File: config.mk
export PLATFORM = sky130hd
export DESIGN_NAME = calendar_date_day_arithmetic_unit
export DESIGN_NICKNAME = d
export VERILOG_FILES = /design/src/rtl/core/cdda_pkg.sv /design/src/rtl/core/cdda_year_days.sv /design/src/rtl/core/cdda_dpath.sv /design/src/rtl/core/cdda_ctrl.sv /design/src/rtl/core/calendar_date_day_arithmetic_unit.sv
export SDC_FILE = /design/constraint.sdc
export NUM_CORES = 1
export LEC_CHECK = 0
export BUFFER_PORTS_ARGS = -buffer_cell sky130_fd_sc_hd__buf_2
export CAP_MARGIN = 20
export CORE_ASPECT_RATIO = 0.8
export CORE_MARGIN = 4
export CORE_UTILIZATION = 64
export CTS_CLUSTER_SIZE = 20
export DETAILED_ROUTE_END_ITERATION = 8
export PLACE_DENSITY = 0.82
export SLEW_MARGIN = 0
export SYNTH_ARGS = -nofsm -noshare
export SYNTH_HDL_FRONTEND = slang
export SYNTH_SLANG_ARGS = --single-unit
File: constraint.sdc
create_clock -name clock -period 10.57 [get_ports clock]
set_input_delay 2.6425 -clock clock [delete_from_list [all_inputs] [get_ports clock]]
set_output_delay 2.6425 -clock clock [all_outputs]
set_load 0.01 [all_outputs]
File: src/rtl/core/cdda_pkg.sv
`timescale 1ns / 1ps
// ----------------------------------------------------------------------------
// Calendar date day arithmetic package
// Types, constants and calendar tables shared by the block's modules.
// ----------------------------------------------------------------------------
package cdda_pkg;

   localparam int CMD_W    = 2;
   localparam int YEAR_W   = 14;
   localparam int MONTH_W  = 4;
   localparam int DAY_W    = 5;
   localparam int OFFSET_W = 17;
   localparam int DIFF_W   = 22;
   localparam int SERIAL_W = 23;
   localparam int BYEAR_W  = 15;
   localparam int DOY_W    = 9;
   localparam int Q100_W   = 8;
   localparam int REM_W    = 7;
   localparam int EST_W    = 12;
   localparam int EST_SHIFT = 20;
   localparam int RECIP_SHIFT = 19;

   // years are biased by one Gregorian cycle so that all day numbers stay positive
   localparam logic [BYEAR_W-1:0]  YEAR_BIAS  = 15'd400;
   localparam logic [SERIAL_W-1:0] SERIAL_LO  = 23'd146464;
   localparam logic [SERIAL_W-1:0] SERIAL_HI  = 23'd3798522;
   localparam logic [EST_W-1:0]    EST_MULT   = 12'd2870;
   localparam logic [27:0]         RECIP_100  = 28'd5243;

   typedef enum logic [CMD_W-1:0] {
      CMD_ADD  = 2'd0,
      CMD_SUB  = 2'd1,
      CMD_DIFF = 2'd2,
      CMD_NOP  = 2'd3
   } cdda_op_type;

   typedef enum logic [3:0] {
      ST_IDLE,
      ST_FWD_START,
      ST_FWD_WAIT,
      ST_FWD_SUM,
      ST_OFFSET,
      ST_EST,
      ST_INV_START,
      ST_INV_WAIT,
      ST_INV_CUR,
      ST_NEXT_START,
      ST_NEXT_WAIT,
      ST_NEXT_CHECK,
      ST_MONTH,
      ST_DIFF,
      ST_FINISH
   } cdda_state_type;

   typedef struct packed {
      logic capture;
      logic sel_other;
      logic fwd_start;
      logic fwd_sum;
      logic offset;
      logic diff;
      logic est;
      logic inv_start;
      logic inv_cur;
      logic next_start;
      logic step;
      logic month_init;
      logic month_step;
      logic load_out;
   } cdda_cmd_type;

   typedef struct packed {
      cdda_op_type op;
      logic        yd_done;
      logic        oor;
      logic        step_more;
      logic        month_more;
      logic        out_free;
   } cdda_sts_type;

   function automatic logic [DAY_W-1:0] month_len(input logic [MONTH_W-1:0] mon,
                                                  input logic leap);
      logic [DAY_W-1:0] len;
      case (mon)
         4'd2:                   len = leap ? 5'd29 : 5'd28;
         4'd4, 4'd6, 4'd9, 4'd11: len = 5'd30;
         default:                len = 5'd31;
      endcase
      return len;
   endfunction

   function automatic logic [DOY_W-1:0] cum_days(input logic [MONTH_W-1:0] mon,
                                                 input logic leap);
      logic [DOY_W-1:0] base;
      case (mon)
         4'd1:    base = 9'd0;
         4'd2:    base = 9'd31;
         4'd3:    base = 9'd59;
         4'd4:    base = 9'd90;
         4'd5:    base = 9'd120;
         4'd6:    base = 9'd151;
         4'd7:    base = 9'd181;
         4'd8:    base = 9'd212;
         4'd9:    base = 9'd243;
         4'd10:   base = 9'd273;
         4'd11:   base = 9'd304;
         4'd12:   base = 9'd334;
         default: base = 9'd0;
      endcase
      return base + {8'b0, (leap && (mon > 4'd2))};
   endfunction

endpackage

File: src/rtl/core/cdda_year_days.sv
`timescale 1ns / 1ps
// ----------------------------------------------------------------------------
// Year day counter
// Three-stage unit: days before the first of a biased year, and its leap flag.
// ----------------------------------------------------------------------------
module cdda_year_days (
   input  logic                           clock,
   input  logic                           reset,
   input  logic                           start,
   input  logic [cdda_pkg::BYEAR_W-1:0]   year,
   output logic                           done,
   output logic [cdda_pkg::SERIAL_W-1:0]  days,
   output logic                           leap
);
   import cdda_pkg::*;

   logic [2:0]            valid_ff;
   logic [BYEAR_W-1:0]    ya_ff;
   logic [SERIAL_W-1:0]   p365_ff;
   logic [Q100_W-1:0]     q_ff;
   logic [REM_W-1:0]      rem_ff;
   logic [SERIAL_W-1:0]   days_ff;
   logic                  leap_ff;

   logic [27:0]           qprod;
   logic [BYEAR_W-1:0]    q100;
   logic [BYEAR_W-1:0]    rem_full;
   logic                  nz4;
   logic                  nz100;
   logic                  nz400;
   logic [BYEAR_W-1:0]    c4;
   logic [Q100_W-1:0]     c100;
   logic [5:0]            c400;
   logic [SERIAL_W-1:0]   days_in;

   assign qprod    = {13'b0, year} * RECIP_100;
   assign q100     = {7'b0, q_ff} * 15'd100;
   assign rem_full = ya_ff - q100;

   always_comb begin
      nz4     = (ya_ff[1:0] != 2'd0);
      nz100   = (rem_ff != 7'd0);
      nz400   = nz100 || (q_ff[1:0] != 2'd0);
      c4      = {2'b0, ya_ff[BYEAR_W-1:2]} + {14'b0, nz4};
      c100    = q_ff + {7'b0, nz100};
      c400    = q_ff[Q100_W-1:2] + {5'b0, nz400};
      days_in = p365_ff + {8'b0, c4} - {15'b0, c100} + {17'b0, c400};
   end

   always_ff @(posedge clock) begin
      if (reset) begin
         valid_ff <= 3'b000;
      end else begin
         valid_ff <= {valid_ff[1:0], start};
      end
   end

   always_ff @(posedge clock) begin
      if (start) begin
         ya_ff   <= year;
         p365_ff <= {8'b0, year} * 23'd365;
         q_ff    <= qprod[RECIP_SHIFT+Q100_W-1:RECIP_SHIFT];
      end
      if (valid_ff[0]) begin
         rem_ff <= rem_full[REM_W-1:0];
      end
      if (valid_ff[1]) begin
         days_ff <= days_in;
         leap_ff <= !nz4 && (nz100 || (q_ff[1:0] == 2'd0));
      end
   end

   assign done = valid_ff[2];
   assign days = days_ff;
   assign leap = leap_ff;

endmodule

File: src/rtl/core/cdda_dpath.sv
`timescale 1ns / 1ps
// ----------------------------------------------------------------------------
// Calendar date day arithmetic datapath
// Operand capture, day number conversion, year search, month walk, result.
// ----------------------------------------------------------------------------
module cdda_dpath (
   input  logic                                 clock,
   input  logic                                 reset,
   input  cdda_pkg::cdda_cmd_type               cmd,
   output cdda_pkg::cdda_sts_type               sts,
   input  logic [cdda_pkg::CMD_W-1:0]           req_command,
   input  logic [cdda_pkg::YEAR_W-1:0]          req_year,
   input  logic [cdda_pkg::MONTH_W-1:0]         req_month,
   input  logic [cdda_pkg::DAY_W-1:0]           req_day,
   input  logic signed [cdda_pkg::OFFSET_W-1:0] req_day_offset,
   input  logic [cdda_pkg::YEAR_W-1:0]          req_other_year,
   input  logic [cdda_pkg::MONTH_W-1:0]         req_other_month,
   input  logic [cdda_pkg::DAY_W-1:0]           req_other_day,
   output logic                                 rsp_valid,
   input  logic                                 rsp_stall,
   output logic [cdda_pkg::YEAR_W-1:0]          rsp_result_year,
   output logic [cdda_pkg::MONTH_W-1:0]         rsp_result_month,
   output logic [cdda_pkg::DAY_W-1:0]           rsp_result_day,
   output logic [cdda_pkg::DIFF_W-1:0]          rsp_day_difference,
   output logic                                 rsp_status
);
   import cdda_pkg::*;

   cdda_op_type                op_ff;
   logic [YEAR_W-1:0]          yr_ff;
   logic [MONTH_W-1:0]         mo_ff;
   logic [DAY_W-1:0]           dy_ff;
   logic signed [OFFSET_W-1:0] off_ff;
   logic [YEAR_W-1:0]          oyr_ff;
   logic [MONTH_W-1:0]         omo_ff;
   logic [DAY_W-1:0]           ody_ff;

   logic [SERIAL_W-1:0]        s_ff;
   logic [SERIAL_W-1:0]        t_ff;
   logic [DIFF_W-1:0]          m_ff;
   logic [DIFF_W+EST_W-1:0]    est_ff;
   logic [BYEAR_W-1:0]         y_ff;
   logic [MONTH_W-1:0]         mon_ff;
   logic [DOY_W-1:0]           doy_ff;
   logic [SERIAL_W-1:0]        cur_days_ff;
   logic                       cur_leap_ff;
   logic                       oor_ff;
   logic [DIFF_W-1:0]          diff_ff;

   logic                       rsp_valid_ff;
   logic                       rsp_valid_in;
   logic [YEAR_W-1:0]          rsp_year_ff;
   logic [MONTH_W-1:0]         rsp_month_ff;
   logic [DAY_W-1:0]           rsp_day_ff;
   logic [DIFF_W-1:0]          rsp_diff_ff;
   logic                       rsp_status_ff;
   logic [YEAR_W-1:0]          rsp_year_in;
   logic [MONTH_W-1:0]         rsp_month_in;
   logic [DAY_W-1:0]           rsp_day_in;
   logic [DIFF_W-1:0]          rsp_diff_in;
   logic                       rsp_status_in;

   logic [YEAR_W-1:0]          ysrc;
   logic [MONTH_W-1:0]         msrc;
   logic [DAY_W-1:0]           dsrc;
   logic [BYEAR_W-1:0]         norm_y;
   logic [MONTH_W-1:0]         norm_m;
   logic [BYEAR_W-1:0]         est_y;
   logic [BYEAR_W-1:0]         yd_year;
   logic                       yd_start;
   logic                       yd_done;
   logic [SERIAL_W-1:0]        yd_days;
   logic                       yd_leap;
   logic [SERIAL_W-1:0]        serial;
   logic [SERIAL_W:0]          shifted;
   logic [SERIAL_W:0]          off_ext;
   logic [SERIAL_W:0]          m_full;
   logic                       shift_oor;
   logic                       s_oor;
   logic                       t_oor;
   logic [SERIAL_W-1:0]        abs_diff;
   logic [SERIAL_W-1:0]        doy_full;
   logic [DAY_W-1:0]           cur_len;
   logic [BYEAR_W-1:0]         out_year;

   always_comb begin
      ysrc = cmd.sel_other ? oyr_ff : yr_ff;
      msrc = cmd.sel_other ? omo_ff : mo_ff;
      dsrc = cmd.sel_other ? ody_ff : dy_ff;
      case (msrc) inside
         4'd0: begin
            norm_y = {1'b0, ysrc} + YEAR_BIAS - 15'd1;
            norm_m = 4'd12;
         end
         [4'd13:4'd15]: begin
            norm_y = {1'b0, ysrc} + YEAR_BIAS + 15'd1;
            norm_m = msrc - 4'd12;
         end
         default: begin
            norm_y = {1'b0, ysrc} + YEAR_BIAS;
            norm_m = msrc;
         end
      endcase
   end

   assign est_y    = {1'b0, est_ff[EST_SHIFT+YEAR_W-1:EST_SHIFT]} - 15'd1;
   assign yd_start = cmd.fwd_start || cmd.inv_start || cmd.next_start;

   always_comb begin
      if (cmd.fwd_start) begin
         yd_year = norm_y;
      end else if (cmd.inv_start) begin
         yd_year = est_y;
      end else begin
         yd_year = y_ff + 15'd1;
      end
   end

   cdda_year_days u_year_days (
      .clock (clock),
      .reset (reset),
      .start (yd_start),
      .year  (yd_year),
      .done  (yd_done),
      .days  (yd_days),
      .leap  (yd_leap)
   );

   always_comb begin
      serial    = yd_days + {14'b0, cum_days(mon_ff, yd_leap)} + {18'b0, dsrc};
      off_ext   = {{(SERIAL_W+1-OFFSET_W){off_ff[OFFSET_W-1]}}, off_ff};
      shifted   = (op_ff == CMD_SUB) ? ({1'b0, s_ff} - off_ext) : ({1'b0, s_ff} + off_ext);
      shift_oor = shifted[SERIAL_W] || (shifted[SERIAL_W-1:0] < SERIAL_LO)
                  || (shifted[SERIAL_W-1:0] > SERIAL_HI);
      m_full    = shifted - 24'd1;
      s_oor     = (s_ff < SERIAL_LO) || (s_ff > SERIAL_HI);
      t_oor     = (t_ff < SERIAL_LO) || (t_ff > SERIAL_HI);
      abs_diff  = (s_ff > t_ff) ? (s_ff - t_ff) : (t_ff - s_ff);
      doy_full  = {1'b0, m_ff} - cur_days_ff;
      cur_len   = month_len(mon_ff, cur_leap_ff);
      out_year  = y_ff - YEAR_BIAS;
   end

   always_ff @(posedge clock) begin
      if (cmd.capture) begin
         op_ff  <= cdda_op_type'(req_command);
         yr_ff  <= req_year;
         mo_ff  <= req_month;
         dy_ff  <= req_day;
         off_ff <= req_day_offset;
         oyr_ff <= req_other_year;
         omo_ff <= req_other_month;
         ody_ff <= req_other_day;
         oor_ff <= 1'b0;
      end
      if (cmd.fwd_start) begin
         y_ff   <= norm_y;
         mon_ff <= norm_m;
      end
      if (cmd.fwd_sum) begin
         if (cmd.sel_other) begin
            t_ff <= serial;
         end else begin
            s_ff <= serial;
         end
      end
      if (cmd.offset) begin
         oor_ff <= shift_oor;
         m_ff   <= m_full[DIFF_W-1:0];
      end
      if (cmd.diff) begin
         oor_ff  <= s_oor || t_oor;
         diff_ff <= abs_diff[DIFF_W-1:0];
      end
      if (cmd.est) begin
         est_ff <= {{EST_W{1'b0}}, m_ff} * {{DIFF_W{1'b0}}, EST_MULT};
      end
      if (cmd.inv_start) begin
         y_ff <= est_y;
      end
      if (cmd.inv_cur || cmd.step) begin
         cur_days_ff <= yd_days;
         cur_leap_ff <= yd_leap;
      end
      if (cmd.step) begin
         y_ff <= y_ff + 15'd1;
      end
      if (cmd.month_init) begin
         mon_ff <= 4'd1;
         doy_ff <= doy_full[DOY_W-1:0];
      end
      if (cmd.month_step) begin
         mon_ff <= mon_ff + 4'd1;
         doy_ff <= doy_ff - {4'b0, cur_len};
      end
   end

   always_comb begin
      rsp_year_in   = '0;
      rsp_month_in  = '0;
      rsp_day_in    = '0;
      rsp_diff_in   = '0;
      rsp_status_in = 1'b0;
      case (op_ff)
         CMD_ADD, CMD_SUB: begin
            rsp_status_in = oor_ff;
            if (!oor_ff) begin
               rsp_year_in  = out_year[YEAR_W-1:0];
               rsp_month_in = mon_ff;
               rsp_day_in   = doy_ff[DAY_W-1:0] + 5'd1;
            end
         end
         CMD_DIFF: begin
            rsp_status_in = oor_ff;
            if (!oor_ff) begin
               rsp_diff_in = diff_ff;
            end
         end
         default: begin
         end
      endcase
   end

   assign rsp_valid_in = cmd.load_out || (rsp_valid_ff && rsp_stall);

   always_ff @(posedge clock) begin
      if (reset) begin
         rsp_valid_ff <= 1'b0;
      end else begin
         rsp_valid_ff <= rsp_valid_in;
      end
   end

   always_ff @(posedge clock) begin
      if (cmd.load_out) begin
         rsp_year_ff   <= rsp_year_in;
         rsp_month_ff  <= rsp_month_in;
         rsp_day_ff    <= rsp_day_in;
         rsp_diff_ff   <= rsp_diff_in;
         rsp_status_ff <= rsp_status_in;
      end
   end

   always_comb begin
      sts.op         = op_ff;
      sts.yd_done    = yd_done;
      sts.oor        = oor_ff;
      sts.step_more  = (yd_days <= {1'b0, m_ff});
      sts.month_more = (doy_ff >= {4'b0, cur_len});
      sts.out_free   = !rsp_valid_ff || !rsp_stall;
   end

   assign rsp_valid          = rsp_valid_ff;
   assign rsp_result_year    = rsp_year_ff;
   assign rsp_result_month   = rsp_month_ff;
   assign rsp_result_day     = rsp_day_ff;
   assign rsp_day_difference = rsp_diff_ff;
   assign rsp_status         = rsp_status_ff;

endmodule

File: src/rtl/core/cdda_ctrl.sv
`timescale 1ns / 1ps
// ----------------------------------------------------------------------------
// Calendar date day arithmetic controller
// Sequences conversion, year search and month walk for one item at a time.
// ----------------------------------------------------------------------------
module cdda_ctrl (
   input  logic                   clock,
   input  logic                   reset,
   input  logic                   req_valid,
   output logic                   req_stall,
   input  cdda_pkg::cdda_sts_type sts,
   output cdda_pkg::cdda_cmd_type cmd
);
   import cdda_pkg::*;

   cdda_state_type state_ff;
   cdda_state_type state_in;
   logic           second_ff;
   logic           second_in;

   always_ff @(posedge clock) begin
      if (reset) begin
         state_ff  <= ST_IDLE;
         second_ff <= 1'b0;
      end else begin
         state_ff  <= state_in;
         second_ff <= second_in;
      end
   end

   assign req_stall = (state_ff != ST_IDLE);

   always_comb begin
      state_in      = state_ff;
      second_in     = second_ff;
      cmd           = '0;
      cmd.sel_other = second_ff;
      case (state_ff)
         ST_IDLE: begin
            if (req_valid) begin
               cmd.capture = 1'b1;
               second_in   = 1'b0;
               state_in    = ST_FWD_START;
            end
         end
         ST_FWD_START: begin
            if (sts.op == CMD_NOP) begin
               state_in = ST_FINISH;
            end else begin
               cmd.fwd_start = 1'b1;
               state_in      = ST_FWD_WAIT;
            end
         end
         ST_FWD_WAIT: begin
            if (sts.yd_done) begin
               state_in = ST_FWD_SUM;
            end
         end
         ST_FWD_SUM: begin
            cmd.fwd_sum = 1'b1;
            if (sts.op == CMD_DIFF) begin
               if (second_ff) begin
                  state_in = ST_DIFF;
               end else begin
                  second_in = 1'b1;
                  state_in  = ST_FWD_START;
               end
            end else begin
               state_in = ST_OFFSET;
            end
         end
         ST_OFFSET: begin
            cmd.offset = 1'b1;
            state_in   = ST_EST;
         end
         ST_EST: begin
            if (sts.oor) begin
               state_in = ST_FINISH;
            end else begin
               cmd.est  = 1'b1;
               state_in = ST_INV_START;
            end
         end
         ST_INV_START: begin
            cmd.inv_start = 1'b1;
            state_in      = ST_INV_WAIT;
         end
         ST_INV_WAIT: begin
            if (sts.yd_done) begin
               state_in = ST_INV_CUR;
            end
         end
         ST_INV_CUR: begin
            cmd.inv_cur = 1'b1;
            state_in    = ST_NEXT_START;
         end
         ST_NEXT_START: begin
            cmd.next_start = 1'b1;
            state_in       = ST_NEXT_WAIT;
         end
         ST_NEXT_WAIT: begin
            if (sts.yd_done) begin
               state_in = ST_NEXT_CHECK;
            end
         end
         ST_NEXT_CHECK: begin
            if (sts.step_more) begin
               cmd.step = 1'b1;
               state_in = ST_NEXT_START;
            end else begin
               cmd.month_init = 1'b1;
               state_in       = ST_MONTH;
            end
         end
         ST_MONTH: begin
            if (sts.month_more) begin
               cmd.month_step = 1'b1;
            end else begin
               state_in = ST_FINISH;
            end
         end
         ST_DIFF: begin
            cmd.diff = 1'b1;
            state_in = ST_FINISH;
         end
         ST_FINISH: begin
            if (sts.out_free) begin
               cmd.load_out = 1'b1;
               state_in     = ST_IDLE;
            end
         end
         default: begin
            state_in = ST_IDLE;
         end
      endcase
   end

endmodule

File: src/rtl/core/calendar_date_day_arithmetic_unit.sv
`timescale 1ns / 1ps
// ----------------------------------------------------------------------------
// Calendar date day arithmetic unit
// Gregorian date plus or minus a day offset, and day count between two dates.
// ----------------------------------------------------------------------------
// Channel  Dir  Transfer               Payload
// req      in   req_valid, req_stall   command, first date, day offset, second date
// rsp      out  rsp_valid, rsp_stall   result date, day difference, status
//
// One item at a time: requests are taken only in idle. Difference converts both
// dates; add and subtract convert, shift, search years and walk months, unless
// the result leaves years 1..9999; command 3 only loads a result. Each year probe
// runs the three-stage year day unit; the month walk retires one month per cycle.
// Reset clears the controller and the result valid; no clearing pass.
// A result held by rsp_stall delays the next result load, not the next request.
// ----------------------------------------------------------------------------
module calendar_date_day_arithmetic_unit (
   input  logic                                 clock,
   input  logic                                 reset,
   input  logic                                 req_valid,
   output logic                                 req_stall,
   input  logic [cdda_pkg::CMD_W-1:0]           req_command,
   input  logic [cdda_pkg::YEAR_W-1:0]          req_year,
   input  logic [cdda_pkg::MONTH_W-1:0]         req_month,
   input  logic [cdda_pkg::DAY_W-1:0]           req_day,
   input  logic signed [cdda_pkg::OFFSET_W-1:0] req_day_offset,
   input  logic [cdda_pkg::YEAR_W-1:0]          req_other_year,
   input  logic [cdda_pkg::MONTH_W-1:0]         req_other_month,
   input  logic [cdda_pkg::DAY_W-1:0]           req_other_day,
   output logic                                 rsp_valid,
   input  logic                                 rsp_stall,
   output logic [cdda_pkg::YEAR_W-1:0]          rsp_result_year,
   output logic [cdda_pkg::MONTH_W-1:0]         rsp_result_month,
   output logic [cdda_pkg::DAY_W-1:0]           rsp_result_day,
   output logic [cdda_pkg::DIFF_W-1:0]          rsp_day_difference,
   output logic                                 rsp_status
);
   import cdda_pkg::*;

   cdda_cmd_type cmd;
   cdda_sts_type sts;

   cdda_ctrl u_ctrl (
      .clock     (clock),
      .reset     (reset),
      .req_valid (req_valid),
      .req_stall (req_stall),
      .sts       (sts),
      .cmd       (cmd)
   );

   cdda_dpath u_dpath (
      .clock              (clock),
      .reset              (reset),
      .cmd                (cmd),
      .sts                (sts),
      .req_command        (req_command),
      .req_year           (req_year),
      .req_month          (req_month),
      .req_day            (req_day),
      .req_day_offset     (req_day_offset),
      .req_other_year     (req_other_year),
      .req_other_month    (req_other_month),
      .req_other_day      (req_other_day),
      .rsp_valid          (rsp_valid),
      .rsp_stall          (rsp_stall),
      .rsp_result_year    (rsp_result_year),
      .rsp_result_month   (rsp_result_month),
      .rsp_result_day     (rsp_result_day),
      .rsp_day_difference (rsp_day_difference),
      .rsp_status         (rsp_status)
   );

endmodule

==> results of run 1 <==
## Yosys cell counts, drive strengths merged (23+ instances only)
cell,n,area [µm²]
nor3,52,270
and3,27,174
nor2,187,702
and2,52,325
edfxtp,329,9880
nor2b,27,176
nand2b,24,150
or3,23,144
nand3,74,375
a21oi,156,796
o21a,31,233
a21o,69,518
inv,544,2040
clkbuf,40,150
nand2,141,529
xor2,82,726
o21ai,134,689
fa,231,4620
xnor2,146,1290
ha,442,5530
mux2i,35,378
nand4,33,206
## sequential cells by signal, summed over array words and instances, names as in the netlist, 14 cells and up, named ones only
name                         count
u_dpath.s_ff                    23
u_dpath.t_ff                    23
u_dpath.u_year_days.days        23
u_dpath.diff_ff                 22
u_dpath.m_ff                    22
u_dpath.rsp_day_difference      22
u_dpath.u_year_days.p365_ff     21
u_dpath.off_ff                  17
u_dpath.u_year_days.ya_ff       15
u_dpath.y_ff                    15
u_dpath.est_ff                  14
u_dpath.oyr_ff                  14
u_dpath.rsp_result_year         14
u_dpath.yr_ff                   14
## worst max-delay path by stage
| stage | from | end | slack (ns) |
|---|---|---|---|
| finish | u_ctrl.second_ff | u_dpath.u_year_days.q_ff[7] | 1.41 |
| global route | u_ctrl.second_ff | u_dpath.u_year_days.p365_ff[21] | 0.82 |
| CTS | u_ctrl.second_ff | u_dpath.u_year_days.q_ff[7] | 1.50 |
| detailed placement | u_ctrl.second_ff | u_dpath.u_year_days.q_ff[7] | 1.53 |
| global placement | u_ctrl.second_ff | u_dpath.u_year_days.q_ff[7] | 1.81 |
| floorplan | u_ctrl.second_ff | u_dpath.u_year_days.q_ff[7] | 1.83 |
## cell families after synthesis
family / synth area share, %
buffers and inverters: 6.99
AO/OA/AOI/OAI: 11.7
flip-flops: 31.3
multiplexers: 1.58
adder cells (fa/ha/maj): 31.1
AND/OR/NAND/NOR: 11.2
XOR/XNOR: 6.15
## through the flow
step / std cells / utilization [%] / setup slack, ns / area [µm²]
after floorplan: 3178 / - / 1.83 / 32700
after global placement: 3928 / 67.8 / 1.81 / 34000
after detailed placement: 3929 / 67.8 / 1.53 / 34000
after CTS: 3998 / 70.3 / 1.50 / 35200
after global routing: 4004 / 70.4 / 0.816 / 35300
final: 4004 / 70.4 / 1.41 / 35300
## area by class of cell
type	count	area (µm²)	area share, %
multi-input combinational	2234	20200	57.2
sequential	347	10200	29.0
inverter	544	2040	5.78
clock buffer	45	1010	2.86
tap	675	845	2.39
timing repair buffer	135	771	2.18
clock inverter	24	226	0.641
## metal layers
| layer | routed length [µm] | vias up |
|---|---|---|
| met5 | 71 | - |
| met4 | 2040 | 10 |
| met3 | 9290 | 160 |
| met2 | 35000 | 1028 |
| met1 | 35400 | 11600 |
| li1 | - | 11200 |
## worst register-to-register path, delay by kind of cell, from the launching register on
| family | cells | cell delay (ns) |
|---|---|---|
| simple gates | 5 | 1.63 |
| flops | 1 | 0.66 |
| mux | 1 | 0.29 |
| fa+ha+maj | 7 | 2.75 |
| buf+inv | 6 | 1.13 |
| xor+xnor | 2 | 0.29 |
| compound gates | 9 | 2.12 |
## cell usage in the layout (no fill, tap or decap), types with 16 or more instances in the layout
master | netlist | final
o211ai_1 | 21 | 21
and3_1 | 26 | 26
xnor2_1 | 145 | 145
o21ai_0 | 124 | 124
ha_1 | 442 | 442
nand2_1 | 141 | 140
a31oi_1 | 21 | 21
nor3_1 | 50 | 50
xor2_1 | 81 | 81
nand4_1 | 33 | 33
nand2b_1 | 24 | 24
a21oi_1 | 152 | 151
fa_1 | 231 | 231
nor2_1 | 187 | 185
o21a_1 | 31 | 31
nor2b_1 | 26 | 26
and2_1 | 51 | 51
a21boi_0 | 17 | 17
buf_2 | 8 | 116
nor4_1 | 16 | 16
clkbuf_16 | 0 | 39
edfxtp_1 | 329 | 329
dfxtp_1 | 18 | 17
mux2i_1 | 30 | 30
nand3_1 | 73 | 73
inv_1 | 542 | 541
a21o_1 | 69 | 69
or3_1 | 23 | 23
==> results.sh, run 1 <==
export IMPL_ys_types=109
export IMPL_via_per_inst=5.99
export IMPL_max_freq_ghz=0.109
export IMPL_crit_required_ns=10.87
export IMPL_min_to="u_dpath.cur_leap_ff"
export IMPL_syn_avg_cell_area_um2=10.3
export IMPL_grt_busiest_layer="met2"
export IMPL_crit_top_cell="inv_1"
export IMPL_max_clock_path_buffers=3
export IMPL_start_util_pct=65.2
export IMPL_fillCellCount=3652
export IMPL_drc=0
export IMPL_finalHoldViolCount=0
export IMPL_period_share_pct=86.7
export IMPL_fin_setup_tns_ns=0
export IMPL_drive_above_1_share_pct=8.14
export IMPL_synthToLayoutAreaGrowth_pct=8.04
export IMPL_grt_pass1_vias=24000
export IMPL_route_vias_total=24000
export IMPL_cts_root_buf="clkbuf_16"
export IMPL_path_class="reg2reg"
export IMPL_die_h_um=210
export IMPL_ctsResizeCount=0
export IMPL_ff2ff_setup_slack_ns=1.41
export IMPL_cts_buffers=38
export IMPL_h_tree_depth=2
export IMPL_hold_class="reg2reg"
export IMPL_holdWs_ns=0.492
export IMPL_io_pins=117
export IMPL_synth_edf_count=329
export IMPL_hold_start="u_dpath.u_year_days.leap"
export IMPL_die_w_um=261
export IMPL_overflow=0
export IMPL_r2r_end="u_dpath.u_year_days.q_ff[7]"
export IMPL_cp_depth=30
export IMPL_synth_ff_type="edfxtp_1"
export IMPL_critPathBufInv=6
export IMPL_row_count=73
export IMPL_gp_congestion=0.983
export IMPL_rsz0062_at_grt="false"
export IMPL_clk_latency_ns=0.57
export IMPL_worstRegToRegCells=30
export IMPL_die_area_um2=54800
export IMPL_critical_path_top_delay_family="adder cells"
export IMPL_max_cap_violations=0
export IMPL_min_period_ns=9.16
export IMPL_crit_path_max_fanout=23
export IMPL_synth_ff_latch_count=347
export IMPL_syn_nets=3920
export IMPL_grt_max_degree=47
export IMPL_cts_clk_slew_worst_paths_ns=0.06
export IMPL_synthCells=3178
export IMPL_drt_iter0_drc=1980
export IMPL_grt_use_met2_pct=44.8
export IMPL_ant_nets=0
export IMPL_holdBufCountCts=0
export IMPL_r2r_start="u_ctrl.second_ff"
export IMPL_dr_pass1_iters=6
export IMPL_grtUsageTotal_pct=30.1
export IMPL_coreArea_um2=50100
export IMPL_start_kind="flip-flop"
export IMPL_routed_wl_um=81800
export IMPL_nNetsFinal=4042
export IMPL_diodes=0
export IMPL_status="finished clean"
export IMPL_async_flop_share_pct=0
export IMPL_ys_warn_count=0
export IMPL_worstMarginPinSlew_ns=1.12
export IMPL_antenna_found_initial=10
export IMPL_hold_depth=0
export IMPL_synth_area_um2=32700
export IMPL_drv_slew=0
export IMPL_yosysSeqAreaShare_pct=31.3
export IMPL_use_met3_pct=9.03
export IMPL_slowest_stage="o21ai_0"
export IMPL_cts_tree="yes"
export IMPL_post_cts_buffers=0
export IMPL_wire_per_inst_um=20.4
export IMPL_max_slew_margin_rel_pct=25.1
export IMPL_cpPeakStageDelay_ns=0.72
export IMPL_end_kind="flip-flop"
export IMPL_hpwl_um=66500
export IMPL_arrival_ns=9.46
export IMPL_cts_sink_count=347
export IMPL_setup_viol=0
export IMPL_io_buffers=116
export IMPL_final_setup_skew_ns=0.0200
export IMPL_use_met1_pct=43.4
export IMPL_grt_first_pass_wirelength_um=130000
Power of run 1 is left out: the tool's default activity adds up to more than one toggle a clock period on the data nets, which glitch-free logic cannot reach.
==> run 2: changes to the inputs <==
--- a/config.mk
+++ b/config.mk
@@ -7,7 +7,6 @@
 export LEC_CHECK = 0
 export BUFFER_PORTS_ARGS = -buffer_cell sky130_fd_sc_hd__buf_2
 export CAP_MARGIN = 20
-export CORE_ASPECT_RATIO = 0.8
 export CORE_MARGIN = 4
 export CORE_UTILIZATION = 64
 export CTS_CLUSTER_SIZE = 20
==> run 2 against run 1 <==
Effect of this change: sequential share of layout area decreased by 0.10 points; cell count about the same; non-clock buffer count decreased by 2; die area about the same; final area increased by 0.35%; critical endpoint unchanged; highest routed layer is now met4.
==> results.sh, run 2 (same netlist as run 1, synthesis figures left out) <==
export IMPL_io_buffers=116
export IMPL_overflow=0
export IMPL_crit_required_ns=10.89
export IMPL_max_freq_ghz=0.108
export IMPL_crit_top_cell="inv_1"
export IMPL_max_slew_margin_rel_pct=24.2
export IMPL_wire_per_inst_um=20.6
export IMPL_post_cts_buffers=0
export IMPL_die_h_um=234
export IMPL_hpwl_um=66300
export IMPL_drc=0
export IMPL_cts_tree="yes"
export IMPL_row_count=82
export IMPL_die_w_um=234
export IMPL_clk_latency_ns=0.58
export IMPL_finish_utilization_pct=70.4
export IMPL_ctsResizeCount=0
export IMPL_final_setup_skew_ns=0.0473
export IMPL_antenna_found_initial=0
export IMPL_grtUsageTotal_pct=30.5
export IMPL_drv_slew=0
export IMPL_crit_path_max_fanout=25
export IMPL_cpPeakStageDelay_ns=0.77
export IMPL_slowest_stage="o21ai_0"
export IMPL_max_cap_violations=0
export IMPL_synthToLayoutAreaGrowth_pct=8.42
export IMPL_status="finished clean"
export IMPL_die_area_um2=54800
export IMPL_grt_pass1_vias=25000
export IMPL_start_util_pct=64.9
export IMPL_fin_setup_tns_ns=0
export IMPL_period_share_pct=87.8
export IMPL_max_clock_path_buffers=3
export IMPL_hold_class="reg2reg"
export IMPL_final_cell_mix="inv_1 (541), ha_1 (442), edfxtp_1 (329), fa_1 (231), nor2_1 (184)"
export IMPL_rsz0062_at_grt="false"
export IMPL_cts_root_buf="clkbuf_16"
export IMPL_gp_congestion=1.03
export IMPL_layout_setup_ws_ns=1.29
export IMPL_cts_buffers=40
export IMPL_mostFrequentLayoutCell="inv_1"
export IMPL_drt_iter0_drc=1937
export IMPL_routed_wl_um=82300
export IMPL_path_class="reg2reg"
export IMPL_route_vias_total=24000
export IMPL_coreArea_um2=50400
export IMPL_holdWs_ns=0.493
export IMPL_dr_pass1_iters=7
export IMPL_holdBufCountCts=0
export IMPL_diodes=0
export IMPL_pre_cts_ws_ns=1.38
export IMPL_grt_first_pass_wirelength_um=131000
export IMPL_setup_viol=0
export IMPL_io_pins=117
export IMPL_worstMarginPinSlew_ns=1.14
export IMPL_cts_clk_slew_worst_paths_ns=0.06
export IMPL_nNetsFinal=4042
export IMPL_drive_above_1_share_pct=8.26
export IMPL_min_period_ns=9.28
export IMPL_h_tree_depth=2
export IMPL_ant_nets=0
export IMPL_start_kind="flip-flop"
export IMPL_end_kind="flip-flop"
export IMPL_arrival_ns=9.60
export IMPL_cts_sink_count=347
export IMPL_grt_max_degree=47
export IMPL_via_per_inst=6.00
export IMPL_finalHoldViolCount=0
## run 2: worst max-delay path, delay by kind of cell, from the launching register on
kind / cells / cell delay (ns)
and+or+nand+nor: 4 / 1.22
adders and majority gates: 7 / 3.01
AOI/OAI and AO/OA: 10 / 2.58
xor gates and xnor gates: 2 / 0.26
DFF: 1 / 0.62
muxes: 1 / 0.26
buffers and inverters: 6 / 1.03
## run 2: routing by layer
| layer | GRT usage [%] | up-vias | wire length (µm) |
|---|---|---|---|
| met2 | 53.7 | 886 | 40900 |
| li1 | - | 11200 | - |
| met1 | 36.8 | 11700 | 32000 |
| met5 | 0 | - | 0 |
| met3 | 3.29 | 253 | 4220 |
| met4 | 16.7 | 0 | 5240 |
## run 2: area by class of cell
type	instances	area (µm²)
inverters	544	2040
well taps	672	841
multi-input cells	2234	20200
clock inverters	29	338
fillers	3651	14900
repair buffers	133	756
flip-flops and latches	347	10200
clock buffers	44	1040
## run 2: per-stage QoR
step                cell area, µm²  std cells
global placement             34000       3923
global route                 35400       4003
CTS                          35400       3998
finish                       35400       4003
detailed placement           34000       3925
floorplan                    32700       3178
## run 2: path summary, 6_finish.rpt
path | to | cells past startpoint | slack (ns) | from
worst max register to register | u_dpath.u_year_days.q_ff[7] | 30 | 1.29 | u_ctrl.second_ff
worst min-delay path | u_dpath.cur_leap_ff | 0 | 0.49 | u_dpath.u_year_days.leap
worst min register to register | u_dpath.cur_leap_ff | 0 | 0.49 | u_dpath.u_year_days.leap
worst max-delay path | u_dpath.u_year_days.q_ff[7] | 30 | 1.29 | u_ctrl.second_ff
Power of run 2 is left out for the same reason.
